[src/rtl/windowed_track_velocity_estimator_unit_macros.svh]
// ----------------------------------------------------------------------------
// windowed track velocity estimator assertion macros
// shared concurrent assertion forms, sampled on clk and disabled in rst
// ----------------------------------------------------------------------------
`ifndef WINDOWED_TRACK_VELOCITY_ESTIMATOR_UNIT_MACROS_SVH
`define WINDOWED_TRACK_VELOCITY_ESTIMATOR_UNIT_MACROS_SVH

// same-cycle implication
`define WTVE_ASSERT_SAME(lbl, ante, cons, msg) \
  lbl: assert property (@(posedge clk) disable iff (rst) (ante) |-> (cons)) else $error(msg);

// next-cycle implication
`define WTVE_ASSERT_NEXT(lbl, ante, cons, msg) \
  lbl: assert property (@(posedge clk) disable iff (rst) (ante) |=> (cons)) else $error(msg);

`endif

[src/rtl/wtve_pkg.sv]
// ----------------------------------------------------------------------------
// wtve_pkg
// types and constants shared by the velocity estimator modules
// ----------------------------------------------------------------------------
`timescale 1ns / 1ps

package wtve_pkg;

  localparam int KIND_W  = 2;
  localparam int ID_W    = 4;
  localparam int TIME_W  = 40;
  localparam int POS_W   = 16;
  localparam int NUM_CH  = 3;
  localparam int CH_W    = 2;
  localparam int POSE_W  = POS_W * NUM_CH;
  localparam int VEL_W   = 32;
  localparam int HELD_W  = 5;
  localparam int WIN_W   = 24;
  localparam int DT_W    = TIME_W + 1;
  localparam int DIFF_W  = POS_W + 1;
  localparam int US_W    = 21;
  localparam int PROD_W  = DIFF_W + US_W;
  localparam int DIV_W   = 48;
  localparam int DCNT_W  = $clog2(DIV_W + 1);

  localparam logic [WIN_W-1:0]         WIN_RESET  = 24'd500000;
  localparam logic signed [US_W-1:0]   US_PER_SEC = 21'sd1000000;

  localparam logic [KIND_W-1:0] KIND_OURS = 2'd0;
  localparam logic [KIND_W-1:0] KIND_OPP  = 2'd1;
  localparam logic [KIND_W-1:0] KIND_BALL = 2'd2;
  localparam logic [KIND_W-1:0] KIND_NONE = 2'd3;

  // store read address select
  localparam logic [1:0] RD_SEL_EXP = 2'd0;
  localparam logic [1:0] RD_SEL_A   = 2'd1;
  localparam logic [1:0] RD_SEL_B   = 2'd2;

  typedef enum logic [4:0] {
    S_IDLE,
    S_INFO_RD,
    S_APPEND,
    S_EXP_INFO,
    S_EXP_LOAD,
    S_EXP_RD,
    S_EXP_CHK,
    S_EXP_WB,
    S_VEL_INFO,
    S_VEL_LOAD,
    S_RD_A,
    S_RD_B,
    S_DT,
    S_MUL,
    S_DIV_GO,
    S_DIV_WAIT,
    S_PAIR_NEXT,
    S_AVG_GO,
    S_AVG_WAIT,
    S_DONE
  } state_t;

  typedef struct packed {
    logic       idle;
    logic       load_in;
    logic       info_cur;
    logic [1:0] rd_sel;
    logic       append;
    logic       exp_load;
    logic       exp_chk;
    logic       exp_wb;
    logic       vel_load;
    logic       rd_b;
    logic       dt_calc;
    logic       mul;
    logic       div_pair;
    logic       pair_acc;
    logic       pair_next;
    logic       div_avg;
    logic       avg_acc;
    logic       load_out;
  } cmd_t;

  typedef struct packed {
    logic bad;
    logic exp_cnt_zero;
    logic exp_k_last;
    logic exp_trk_last;
    logic vel_short;
    logic dt_zero;
    logic ch_last;
    logic pair_last;
    logic div_done;
    logic out_free;
  } sts_t;

endpackage

[src/rtl/wtve_ctrl.sv]
// ----------------------------------------------------------------------------
// wtve_ctrl
// sequencer: append, expiry sweep, pair velocities, averaging, result
// ----------------------------------------------------------------------------
`timescale 1ns / 1ps

module wtve_ctrl (
  input  logic            clk,
  input  logic            rst,
  input  logic            in_valid,
  input  wtve_pkg::sts_t  sts,
  output wtve_pkg::cmd_t  cmd
);

  wtve_pkg::state_t state, state_next;

  always_ff @(posedge clk) begin
    if (rst) begin
      state <= wtve_pkg::S_IDLE;
    end else begin
      state <= state_next;
    end
  end

  always_comb begin
    state_next = state;
    case (state)
      wtve_pkg::S_IDLE:      if (in_valid) state_next = wtve_pkg::S_INFO_RD;
      wtve_pkg::S_INFO_RD:   state_next = sts.bad ? wtve_pkg::S_DONE : wtve_pkg::S_APPEND;
      wtve_pkg::S_APPEND:    state_next = wtve_pkg::S_EXP_INFO;
      wtve_pkg::S_EXP_INFO:  state_next = wtve_pkg::S_EXP_LOAD;
      wtve_pkg::S_EXP_LOAD:  state_next = sts.exp_cnt_zero ? wtve_pkg::S_EXP_WB
                                                           : wtve_pkg::S_EXP_RD;
      wtve_pkg::S_EXP_RD:    state_next = wtve_pkg::S_EXP_CHK;
      wtve_pkg::S_EXP_CHK:   state_next = sts.exp_k_last ? wtve_pkg::S_EXP_WB
                                                         : wtve_pkg::S_EXP_RD;
      wtve_pkg::S_EXP_WB:    state_next = sts.exp_trk_last ? wtve_pkg::S_VEL_INFO
                                                           : wtve_pkg::S_EXP_INFO;
      wtve_pkg::S_VEL_INFO:  state_next = wtve_pkg::S_VEL_LOAD;
      wtve_pkg::S_VEL_LOAD:  state_next = sts.vel_short ? wtve_pkg::S_DONE : wtve_pkg::S_RD_A;
      wtve_pkg::S_RD_A:      state_next = wtve_pkg::S_RD_B;
      wtve_pkg::S_RD_B:      state_next = wtve_pkg::S_DT;
      wtve_pkg::S_DT:        state_next = sts.dt_zero ? wtve_pkg::S_PAIR_NEXT : wtve_pkg::S_MUL;
      wtve_pkg::S_MUL:       state_next = wtve_pkg::S_DIV_GO;
      wtve_pkg::S_DIV_GO:    state_next = wtve_pkg::S_DIV_WAIT;
      wtve_pkg::S_DIV_WAIT: begin
        if (sts.div_done) begin
          state_next = sts.ch_last ? wtve_pkg::S_PAIR_NEXT : wtve_pkg::S_MUL;
        end
      end
      wtve_pkg::S_PAIR_NEXT: state_next = sts.pair_last ? wtve_pkg::S_AVG_GO : wtve_pkg::S_RD_A;
      wtve_pkg::S_AVG_GO:    state_next = wtve_pkg::S_AVG_WAIT;
      wtve_pkg::S_AVG_WAIT: begin
        if (sts.div_done) begin
          state_next = sts.ch_last ? wtve_pkg::S_DONE : wtve_pkg::S_AVG_GO;
        end
      end
      wtve_pkg::S_DONE:      if (sts.out_free) state_next = wtve_pkg::S_IDLE;
      default:               state_next = wtve_pkg::S_IDLE;
    endcase
  end

  always_comb begin
    cmd        = '0;
    cmd.rd_sel = wtve_pkg::RD_SEL_EXP;
    case (state)
      wtve_pkg::S_IDLE: begin
        cmd.idle    = 1'b1;
        cmd.load_in = in_valid;
      end
      wtve_pkg::S_INFO_RD:   cmd.info_cur = 1'b1;
      wtve_pkg::S_APPEND:    cmd.append = 1'b1;
      wtve_pkg::S_EXP_LOAD:  cmd.exp_load = 1'b1;
      wtve_pkg::S_EXP_CHK:   cmd.exp_chk = 1'b1;
      wtve_pkg::S_EXP_WB:    cmd.exp_wb = 1'b1;
      wtve_pkg::S_VEL_INFO:  cmd.info_cur = 1'b1;
      wtve_pkg::S_VEL_LOAD:  cmd.vel_load = 1'b1;
      wtve_pkg::S_RD_A:      cmd.rd_sel = wtve_pkg::RD_SEL_A;
      wtve_pkg::S_RD_B: begin
        cmd.rd_sel = wtve_pkg::RD_SEL_B;
        cmd.rd_b   = 1'b1;
      end
      wtve_pkg::S_DT:        cmd.dt_calc = 1'b1;
      wtve_pkg::S_MUL:       cmd.mul = 1'b1;
      wtve_pkg::S_DIV_GO:    cmd.div_pair = 1'b1;
      wtve_pkg::S_DIV_WAIT:  cmd.pair_acc = sts.div_done;
      wtve_pkg::S_PAIR_NEXT: cmd.pair_next = 1'b1;
      wtve_pkg::S_AVG_GO:    cmd.div_avg = 1'b1;
      wtve_pkg::S_AVG_WAIT:  cmd.avg_acc = sts.div_done;
      wtve_pkg::S_DONE:      cmd.load_out = sts.out_free;
      default:               cmd.idle = 1'b0;
    endcase
  end

endmodule

[config.mk]
export PLATFORM = sky130hd
export DESIGN_NAME = wtve_ctrl
export DESIGN_NICKNAME = d
export VERILOG_FILES = /design/src/rtl/windowed_track_velocity_estimator_unit_macros.svh /design/src/rtl/wtve_pkg.sv /design/src/rtl/wtve_ctrl.sv
export SDC_FILE = /design/constraint.sdc
export NUM_CORES = 1
export LEC_CHECK = 0
export BUFFER_PORTS_ARGS = -buffer_cell sky130_fd_sc_hd__buf_4
export CORE_MARGIN = 8
export CORE_UTILIZATION = 50
export CTS_CLUSTER_DIAMETER = 150
export DETAILED_ROUTE_END_ITERATION = 12
export GPL_TIMING_DRIVEN = 0
export PLACE_DENSITY = 0.95
export SETUP_SLACK_MARGIN = 0.02
export SLEW_MARGIN = 5
export SYNTH_ARGS = -nofsm -noshare
export SYNTH_HDL_FRONTEND = slang
export SYNTH_SLANG_ARGS = --single-unit
[constraint.sdc]
create_clock -name clk -period 4.68 [get_ports clk]
set_input_delay 0.936 -clock clk [delete_from_list [all_inputs] [get_ports clk]]
set_output_delay 0.936 -clock clk [all_outputs]
set_load 0.01 [all_outputs]
After elaboration in Yosys (flattened, before gate mapping)
Cells that the tools add are included.
Cells by class
  add/subtract/negate cells: 0
  multipliers: 0
  divide/modulo/power cells: 0
  $lt $le $gt $ge: 0
  eq/ne operators: 23
  shift operators: 0
  multiplexer cells: 32
  bitwise operators: 0
  reductions and logical operators: 3
Operators with widths (count)
  one-hot mux 5 bit (20 select lines): 1
  2-to-1 mux 5 bit: 9
  == test 5 x 4 -> 1 bit, second input constant: 8
  == test 5 x 3 -> 1 bit, second input constant: 4
  == test 5 bit, second input constant: 4
  2-to-1 mux 1 bit: 17
  == test 5 x 2 -> 1 bit, second input constant: 2
  inequality test 2 bit, second input constant: 4
  2-to-1 mux 2 bit: 3
  == test 5 x 1 -> 1 bit, second input constant: 1
  zero test 5 bit: 1
  2-to-1 mux 4 bit: 1
  one-hot mux 2 bit (2 select lines): 1
  AND reduction 4 bit: 1
  OR reduction 2 bit: 1
Storage, ports and cells
  register bits after elaboration: 5
  latch bits: 0
  bits in writable memories: 0
  bits in read-only memories: 0
  output and inout port bits: 19
  memories: 0

Logic depth before layout (Yosys ltp)
  depth after elaboration: 3
  depth in mapped cells: 6
  gate-level depth less buffers: 4

Worst setup path before layout
Ideal clock, no wire load.
  path type: input to output
  from: input port sts[1] (netlist name)
  to: output port cmd[1] (netlist name)
  data arrival time: 1.275 ns
  required time: 3.744 ns
  setup slack: 2.469 ns
  stages: 2
  buffers on the path: 0
  cell sequence: inv_1 -> nor3_1
RTL lines
  start: declaration: RTL line wtve_ctrl.sv:11  | input wtve_pkg::sts_t sts,
  end: declaration: RTL line wtve_ctrl.sv:12  | output wtve_pkg::cmd_t cmd

==> impl_metrics.py <==
metrics = {
    "outcome": {
        "status": "complete, no violations",
    },
    "placement": {
        "placedCellCount": 150,
        "globalplace.congestion": 0.962,
        "portBuffers": 31,
        "dp_hpwl_um": 2040,
        "dp_slack_ns": 2.34,
        "postPlaceCellArea_sq_um": 986,
    },
    "worst_setup_path": {
        "critical_path.top_delay_family": "buffers and inverters",
        "r2r_cells": 6,
        "r2r_end": "state[1]",
        "cp-end-kind": "output pin",
        "crit_path_frequent_cell": "nor2_1",
        "critPathKind": "reg2out",
        "r2r_slack_ns": 2.79,
        "path_depth": 5,
        "required_ns": 3.74,
        "crit_start": "state[4]",
        "startpoint_type": "flop",
        "critical_path.max_fanout": 10,
        "crit_chain": "clkbuf_1 > nor2_1 > nand2_1 > nor2_1 > buf_4",
        "crit_buf_inv": 2,
        "r2r_start": "state[3]",
        "crit_end": "cmd[10]",
        "slowest_delay_ns": 0.46,
        "cp.arrival_ns": 1.64,
        "crit_slowest_cell": "dfxtp_1",
    },
    "power_and_ir_drop": {
        "leakagePower_nw": 0.420,
        "vdd_drop_max_mv": 0.253,
        "pwr-share-comb": 0.756,
        "p_int_mw": 0.247,
        "seqPwrFrac": 0.143,
        "power_density_nw_per_um2": 481,
        "pwr-share-clk": 0.101,
        "p_switching_mw": 0.240,
        "swShare": 0.492,
    },
    "clock_tree": {
        "cts_hold_buf": 0,
        "clk_path_buf_depth": 2,
        "insertion_delay_ns": 0.24,
        "cts_root_buffer": "clkbuf_4",
        "cts.sinks": 5,
        "cts_resized": 0,
        "cts_max_level": 1,
        "path_clk_slew_ns": 0.05,
        "tritoncts": "built",
        "post_cts_buffers": 0,
        "cts_made_buffers": 3,
    },
    "detailed_routing": {
        "drtAntennaViolNets": 0,
        "post_drt_wl_per_cell_um": 17.1,
        "routed-via-count": 983,
        "vias_per_cell": 6.38,
        "drtIter0Drc": 35,
        "routed_wl_um": 2640,
        "drc": 0,
        "first_pass_iters": 4,
    },
    "logic_synthesis": {
        "synth_flop_cell": "dfxtp_1",
        "async_flop_share": 0,
        "yosysUniqueCellTypes": 45,
        "syn_nets": 116,
        "synth_edf_count": 0,
        "syn_area_sq_um": 733,
        "ys_ff_latch": 5,
        "synth.avg_cell_area_sq_um": 7.12,
        "syn_inst": 103,
        "yosysSeqAreaShare": 0.137,
        "yosys_warnings": 0,
    },
    "finish": {
        "postLayoutCoreUtil": 0.705,
        "fin_cells": 154,
        "most-common-layout-cells": "buf_4 (32), nor2_1 (12), nor3_1 (10), buf_2 (6)",
        "fin_area_sq_um": 1010,
        "largest_register_ffs": 5,
        "top_register": "state",
        "nets": 152,
        "drive_above_1_share": 0.370,
        "layout_commonest_cell": "buf_4",
        "antenna_cells": 0,
        "reg_top3": "state x5",
        "area_delta_synth_final_pct": 38.1,
    },
    "grt": {
        "grtUsageMet3": 0.0380,
        "grt_pass1_wl_um": 4200,
        "grt_start_max_net_pins": 11,
        "antenna_found_initial": 0,
        "grtUsageMet2": 0.324,
        "grt-ovfl-total": 0,
        "grt.busiest_layer": "met2",
        "first_global_vias": 923,
        "use_met1": 0.217,
        "track_usage": 0.183,
    },
    "timing": {
        "hold_viol_final": 0,
        "period_share": 0.550,
        "final_max_slew_viol_count": 0,
        "fin_crit_ns": 2.58,
        "maxSlewHeadroom": 0.666,
        "final.setup.worst_slack_ns": 2.10,
        "worst_pin_slew_ns": 0.489,
        "rsz0062_at_grt": "no",
        "skew_ns": 0.00709,
        "fin_setup_tns_ns": 0,
        "fmax_mhz": 388,
        "setup_violations": 0,
    },
    "floorplan": {
        "die_area_sq_um": 2950,
        "io_pins": 32,
        "die_x_um": 54.3,
        "start_util": 0.510,
        "coreArea_sq_um": 1440,
        "rows": 14,
        "die_h_um": 54.3,
    },
    "job": {
        "maxCapViolCount": 0,
    },
    "min_path": {
        "holdPathStages": 4,
        "hold_path.class": "reg2reg",
    },
}
## worst reg2reg max path, delay by kind of cell (launching register included)
family,cells,cell delay (ns)
compound gates,3,0.81
buf+inv,2,0.51
simple gates,1,0.12
flops,1,0.32
## power groups by stage
stage	Combinational [mW]	Sequential, mW	Clock, mW
final	0.368	0.0698	0.0490
after global routing	0.398	0.0714	0.0556
after CTS	0.362	0.0696	0.0506
after detailed placement	0.361	0.0703	0
after global placement	0.353	0.0686	0
after floorplan	0.253	0.0656	0
## layout make-up
| cell class | instances | area [sq um] |
|---|---|---|
| clock buffers | 4 | 26.3 |
| plain buffers | 12 | 63.8 |
| multi-input cells | 83 | 558 |
| flip-flops and latches | 5 | 100 |
| repair buffers | 31 | 233 |
| inverters | 3 | 11.3 |
| fillers | 131 | 424 |
| well taps | 16 | 20.0 |
## synth_stat cells (2+ instances only)
cell type,n,area (sq um)
nor2_1,12,45.0
nor3_1,10,50.1
buf_2,6,30.0
dfxtp_1,5,100
a21oi_1,4,20.0
clkbuf_1,4,15.0
nand2b_1,4,25.0
or3_1,4,25.0
inv_1,3,11.3
mux2_2,3,33.8
nand2_1,3,11.3
nor3b_1,3,22.5
nor4b_1,3,26.3
a211o_1,2,17.5
a221oi_1,2,17.5
a32o_1,2,20.0
and2_1,2,12.5
nand3b_1,2,15.0
o2bb2ai_1,2,17.5
or3b_2,2,17.5
## per-stage QoR
| stage | power [mW] | hold slack [ns] |
|---|---|---|
| after floorplan | 0.318 | 0.708 |
| after global placement | 0.421 | 0.814 |
| after detailed placement | 0.432 | 0.853 |
| after CTS | 0.482 | 0.863 |
| after global routing | 0.525 | 0.913 |
| final | 0.487 | 0.865 |
## worst min-delay path by stage
stage	startpoint	end	slack, ns
2_1_floorplan	state[4]	state[4]	0.71
3_3_place_gp	state[0]	state[4]	0.81
3_5_place_dp	state[0]	state[4]	0.85
4_1_cts	state[0]	state[4]	0.86
5_1_grt	state[4]	state[4]	0.91
6_report	state[0]	state[4]	0.86
## per-layer routing
metal | part of all wire | up-vias
li1 | - | 458
met1 | 0.39 | 469
met2 | 0.52 | 54
met3 | 0.088 | 2
met4 | 0.0061 | 0
met5 | 0 | -
## cells by family (layout without fill, tap and decap cells)
logic type                count (synthesis)  after routing  share of synthesized area
xor gates and xnor gates                  1              1                     0.0119
and+or+nand+nor                          55             55                      0.454
muxes                                     3              3                     0.0461
AOI/OAI and AO/OA                        24             24                      0.249
buffers and inverters                    15             50                      0.102
DFF                                       5              5                      0.137
(Power assumes the default switching activity.)
